$ cat src/rtl/fcr_div.sv
// Restoring divider, one quotient bit per cycle, for the root directory sector count.
`timescale 1ns / 1ps
module fcr_div #(
    parameter int NW = 15,
    parameter int DW = 13
) (
    input  logic          clk,
    input  logic          rst_n,
    input  logic          start,
    input  logic [NW-1:0] num,
    input  logic [DW-1:0] den,
    output logic          done,
    output logic [NW-1:0] quot
);
    localparam int CW = $clog2(NW + 1);

    logic [CW-1:0] cnt_reg;
    logic          busy_reg;
    logic          done_reg;
    logic [DW:0]   rem_reg;
    logic [NW-1:0] num_reg;
    logic [NW-1:0] quot_reg;
    logic [DW-1:0] den_reg;
    logic [DW:0]   trial;
    logic          fits;

    assign trial = {rem_reg[DW-1:0], num_reg[NW-1]};
    assign fits  = trial >= {1'b0, den_reg};

    always_ff @(posedge clk or negedge rst_n)
    begin
        if (!rst_n)
        begin
            busy_reg <= 1'b0;
            done_reg <= 1'b0;
            cnt_reg  <= '0;
        end
        else
        begin
            done_reg <= 1'b0;
            if (start)
            begin
                busy_reg <= 1'b1;
                cnt_reg  <= '0;
            end
            else if (busy_reg)
            begin
                cnt_reg <= cnt_reg + 1'b1;
                if (cnt_reg == CW'(NW - 1))
                begin
                    busy_reg <= 1'b0;
                    done_reg <= 1'b1;
                end
            end
        end
    end

    always_ff @(posedge clk)
    begin
        if (start)
        begin
            rem_reg  <= '0;
            num_reg  <= num;
            den_reg  <= den;
            quot_reg <= '0;
        end
        else if (busy_reg)
        begin
            rem_reg  <= fits ? (trial - {1'b0, den_reg}) : trial;
            num_reg  <= {num_reg[NW-2:0], 1'b0};
            quot_reg <= {quot_reg[NW-2:0], fits};
        end
    end

    assign done = done_reg;
    assign quot = quot_reg;
endmodule

$ cat config.mk
export PLATFORM = sky130hd
export DESIGN_NAME = fcr_div
export DESIGN_NICKNAME = d
export VERILOG_FILES = /design/src/rtl/fcr_div.sv
export SDC_FILE = /design/constraint.sdc
export NUM_CORES = 1
export LEC_CHECK = 0
export ABC_AREA = 1
export BUFFER_PORTS_ARGS = -buffer_cell sky130_fd_sc_hd__buf_2
export CAP_MARGIN = 40
export CORE_MARGIN = 2
export CORE_UTILIZATION = 51
export CTS_CLUSTER_DIAMETER = 100
export DETAILED_ROUTE_END_ITERATION = 6
export PLACE_DENSITY = 0.84
export SYNTH_ARGS = -nofsm -noshare
export SYNTH_HDL_FRONTEND = slang
export SYNTH_SLANG_ARGS = --single-unit
$ cat constraint.sdc
create_clock -name clk -period 2.1 [get_ports clk]
set_input_delay 0.42 -clock clk [delete_from_list [all_inputs] [get_ports clk]]
set_output_delay 0.42 -clock clk [all_outputs]
set_load 0.005 [all_outputs]
# Word-level counts from Yosys, hierarchy flattened
# Cells that the tools add are included.
# W data, S select, Z words.
totals:
  inputBits: 31
  wordCells: 23
  ff_bits: 62
  out_inout_bits: 16
classes:
  n_eq_ne: 1
  n_reduce_logical: 1
  n_lt_le_gt_ge: 1
  muxes: 11
  add_sub_neg: 2
op_table:
  columns: ["operator", "n"]
  rows:
  - ["$mux W15", 2]
  - ["$ge A14 B13 Y1", 1]
  - ["$mux W13", 1]
  - ["$sub A13 B13 Y13", 1]
  - ["$mux W4", 2]
  - ["$mux W1", 6]
  - ["$add A4 B1 Y4 const B", 1]
  - ["$eq A4 B4 Y1 const B", 1]
  - ["$reduce_bool A2 Y1", 1]

# Longest topological paths before layout
logic_depth:
  depth_word: 4
  ltp_mapped: 15

# Least setup slack after synthesis
# No wires, ideal clock.
synth_timing:
  path_type: "reg2reg"
  start: "register num_reg[14]"
  end: "register rem_reg[11]"
  path_buffers: 1
  path_stages_with_launch: 16
  required_ps: 1988
  slack_ps: 170
  synth_period_minus_slack_ps: 1930
  setup_ps: 112
  arrival_time_ps: 1817
  cell_sequence: "edfxtp_1 > inv_1 > ha_1 > inv_1 > fa_1 > nand2_1 > nand2_1 > nand3_1 > nand2_1 > nand2_2 > nand3_4 > buf_6 > nor2_1 > nor2_1 > nand2_1 > nand2_1"
synth_via:
  elab_chain_cells: 2
  elab_cells_between_ends: 3
synth_lines:
  columns: ["element", "line", "source"]
  rows:
  - ["start, declared", "21", "logic [NW-1:0] num_reg;"]
  - ["start signal, assigned", "63", "num_reg <= num;"]
  - ["start signal, assigned", "70", "num_reg <= {num_reg[NW-2:0], 1'b0};"]
  - ["$sub A13 B13 Y13 / $ge A14 B13 Y1 (equally long branches)", "69, 28", null]
  - ["$mux W13 (*)", "69", "rem_reg <= fits ? (trial - {1'b0, den_reg}) : trial;"]
  - ["end signal, assigned", "69", null]
  - ["end, declared", "20", "logic [DW:0] rem_reg;"]
# Every way passes the cells marked *; elsewhere a longest branch is shown, timed or not.
# A chain may end at the register's enable or synchronous reset.

# Final worst setup path
layout_timing:
  start: "register num_reg[14]"
  end: "register rem_reg[8]"
# The elaborated chain is that of the path after synthesis.

==> impl_metrics.json <==
{
  "grt_max_degree": 25,
  "port_buffers": 46,
  "r2r_start": "num_reg[14]",
  "synth.distinct_cells": 29,
  "final_common_cell": "nand2_1",
  "wl_met3_um": 474,
  "met1_length_mm": 2.86,
  "worstSkewPairLatency_ns": 0.35,
  "grt_antenna_before_repair": 0,
  "design_area_mm2": 0.00373,
  "crit_type": "reg2reg",
  "cts_tree": "yes",
  "leakage_uw": 0.00190,
  "grt_pass1_vias": 2383,
  "start_kind": "register",
  "syn_nets": 429,
  "num_vias": 2672,
  "gp_congestion": 0.920,
  "power_frac_comb_pct": 37.1,
  "rows": 28,
  "fin_tns_setup_ns": 0,
  "drt_iter0_markers": 197,
  "most-common-layout-cells": "127 x nand2_1, 58 x inv_1, 46 x buf_2, 28 x edfxtp_1, 28 x dfxtp_1",
  "cp-startpoint": "num_reg[14]",
  "path_max_fanout": 3,
  "synthCells": 382,
  "setup_viol_count_final": 0,
  "routed.top_layer": "met4",
  "p_clk_share_pct": 25.7,
  "timing_hold_violations_final": 0,
  "finClkSkew_ns": 0.00919,
  "layout-drive-gt1-share_pct": 20.6,
  "wire_per_inst_um": 12.8,
  "grt-ovfl-total": 0,
  "cp-end-kind": "register",
  "max_cap_viol_count": 0,
  "min_path_cells": 1,
  "ctsHtreeMaxLevel": 3,
  "die_w_um": 82.1,
  "yosys_warnings": 0,
  "ys_top_cells_by_area": "edfxtp_1 27%, dfxtp_1 18%, nand2_1 16%, inv_1 7.1%, ha_1 6.0%",
  "die-area_mm2": 0.00674,
  "power_switching_share_pct": 37.6,
  "timing.hold.ws_ns": 0.246,
  "core_area_mm2": 0.00592,
  "path_clk_slew_ns": 0.08,
  "grt_pass1_wl_mm": 10.3,
  "ioPinCount": 47,
  "wl_met2_mm": 3.20,
  "max_freq_ghz": 0.511,
  "track_usage_pct": 20.4,
  "seq_power_share_pct": 37.2,
  "drtAntennaViolNets": 0,
  "tightest_slew_ns": 0.475,
  "utilization_pct": 63.0,
  "final-seq-area_mm2": 0.00155,
  "power.density_mw_per_mm2": 1120,
  "num_antenna_cells": 0,
  "avgViaCountPerCell": 5.13,
  "cts-buffers-inserted": 9,
  "drcViolationCount": 0,
  "cts.sinks": 62,
  "relSlewSlack_pct": 68.3,
  "outcome": "finished clean",
  "worstRegToRegCells": 11,
  "p_total_uw": 4170,
  "fin_crit_ns": 1.96,
  "p_int_uw": 2600,
  "nNetsFinal": 488,
  "num-fill-cells": 501,
  "fin_crit_sh_pct": 93.3,
  "yosysTopAreaCellShare_pct": 27.0,
  "synth_top_cell_by_area": "edfxtp_1",
  "syn-cell-area_mm2": 0.00311,
  "peakVddDrop_mv": 0.611,
  "slew_viol_final": 0,
  "placed_area_mm2": 0.00343,
  "cts_buffer_depth": 2,
  "initial_core_util_pct": 52.5,
  "p_switching_uw": 1570,
  "multi_input_area_mm2": 0.00134,
  "cp.required_ns": 2.37,
  "syn_area_per_cell_um2": 8.14,
  "ys_seq_area_share_pct": 49.9,
  "firstDrtPassIters": 4,
  "dieHeight_um": 82.1,
  "area_growth_pct": 20.0,
  "cts-root-buf": "clkbuf_8",
  "hold_path_class": "in2reg",
  "dp_hpwl_mm": 4.55,
  "wl_mm": 6.67,
  "arrival_ns": 2.23,
  "holdCritStartpoint": "den[7]",
  "ys_ff_latch": 62
}
==> path summary, 6_finish.rpt <==
kind	slack [ns]	end
worst max-delay path	0.14	rem_reg[8]
worst min-delay path	0.25	den_reg[7]
worst max register to register	0.14	rem_reg[8]
worst min register to register	0.46	quot[14]
max in group asynchronous	1.53	cnt_reg[0]
min in group asynchronous	0.42	cnt_reg[3]
==> power groups by stage <==
stage / Sequential [uW] / Clock [uW] / Combinational, uW
after floorplan: 1550 / 0 / 1150
after detailed placement: 1570 / 0 / 1400
after global placement: 1570 / 0 / 1360
after global routing: 1570 / 1150 / 1750
after CTS: 1550 / 1100 / 1410
final: 1550 / 1070 / 1550
==> cell type report <==
cell class | count | share of cell area, %
Clock buffer | 11 | 4.66
Tap cell | 75 | 2.52
Inverter | 62 | 6.24
Clock inverter | 5 | 0.939
Timing Repair Buffer | 55 | 8.05
Multi-Input combinational cell | 251 | 36.0
Sequential cell | 62 | 41.6
==> cell families after synthesis <==
kind of cell / Yosys count / share of synthesized area, %
adder cells (fa/ha/maj): 16 / 6.68
AND/OR/NAND/NOR: 178 / 23.7
buffers and inverters: 72 / 9.21
XOR/XNOR: 7 / 1.97
flip-flops: 62 / 49.9
AO/OA/AOI/OAI: 47 / 8.61
==> what timing repair did <==
item,CTS,global route
hold endpoints to repair,6,0
hold buffers,1,0
endpoints found under the setup margin,0,14
buffers inserted,0,1
gates resized for setup,0,11
==> metrics by stage <==
stage | setup slack (ns) | cells
floorplan | 0.170 | 382
global placement | 0.116 | 500
detailed placement | 0.0216 | 500
CTS | 0.00889 | 517
global route | -0.0117 | 521
finish | 0.141 | 521
==> metal layers <==
layer / track usage (%) / up-vias
met3: 6.20 / 16
met5: 0 / -
met2: 33.3 / 99
li1: - / 1341
met4: 8.00 / 0
met1: 25.3 / 1216
==> cell usage after synthesis (all sizes together) <==
master,n
o21ai,17
dfxtp,28
dfrtp,6
nand4,3
a31oi,2
ha,15
edfxtp,28
xor2,7
a21oi,9
a21o,2
nor3,1
nand3,17
nor2,24
inv,62
fa,1
buf,3
clkbuf,7
nor4,1
o211ai,1
nand2,132
o21bai,2
o22ai,14
==> critical path, cell delays in order (launching register included) <==
cell	delay, ns
edfxtp_1	0.38
inv_2	0.07
ha_1	0.14
inv_1	0.06
fa_2	0.34
buf_4	0.15
nand3_1	0.07
nand3_1	0.16
a21oi_2	0.20
xor2_1	0.15
nand3_1	0.08
o211ai_1	0.09
No activity file was read; power rests on OpenSTA's default activity.
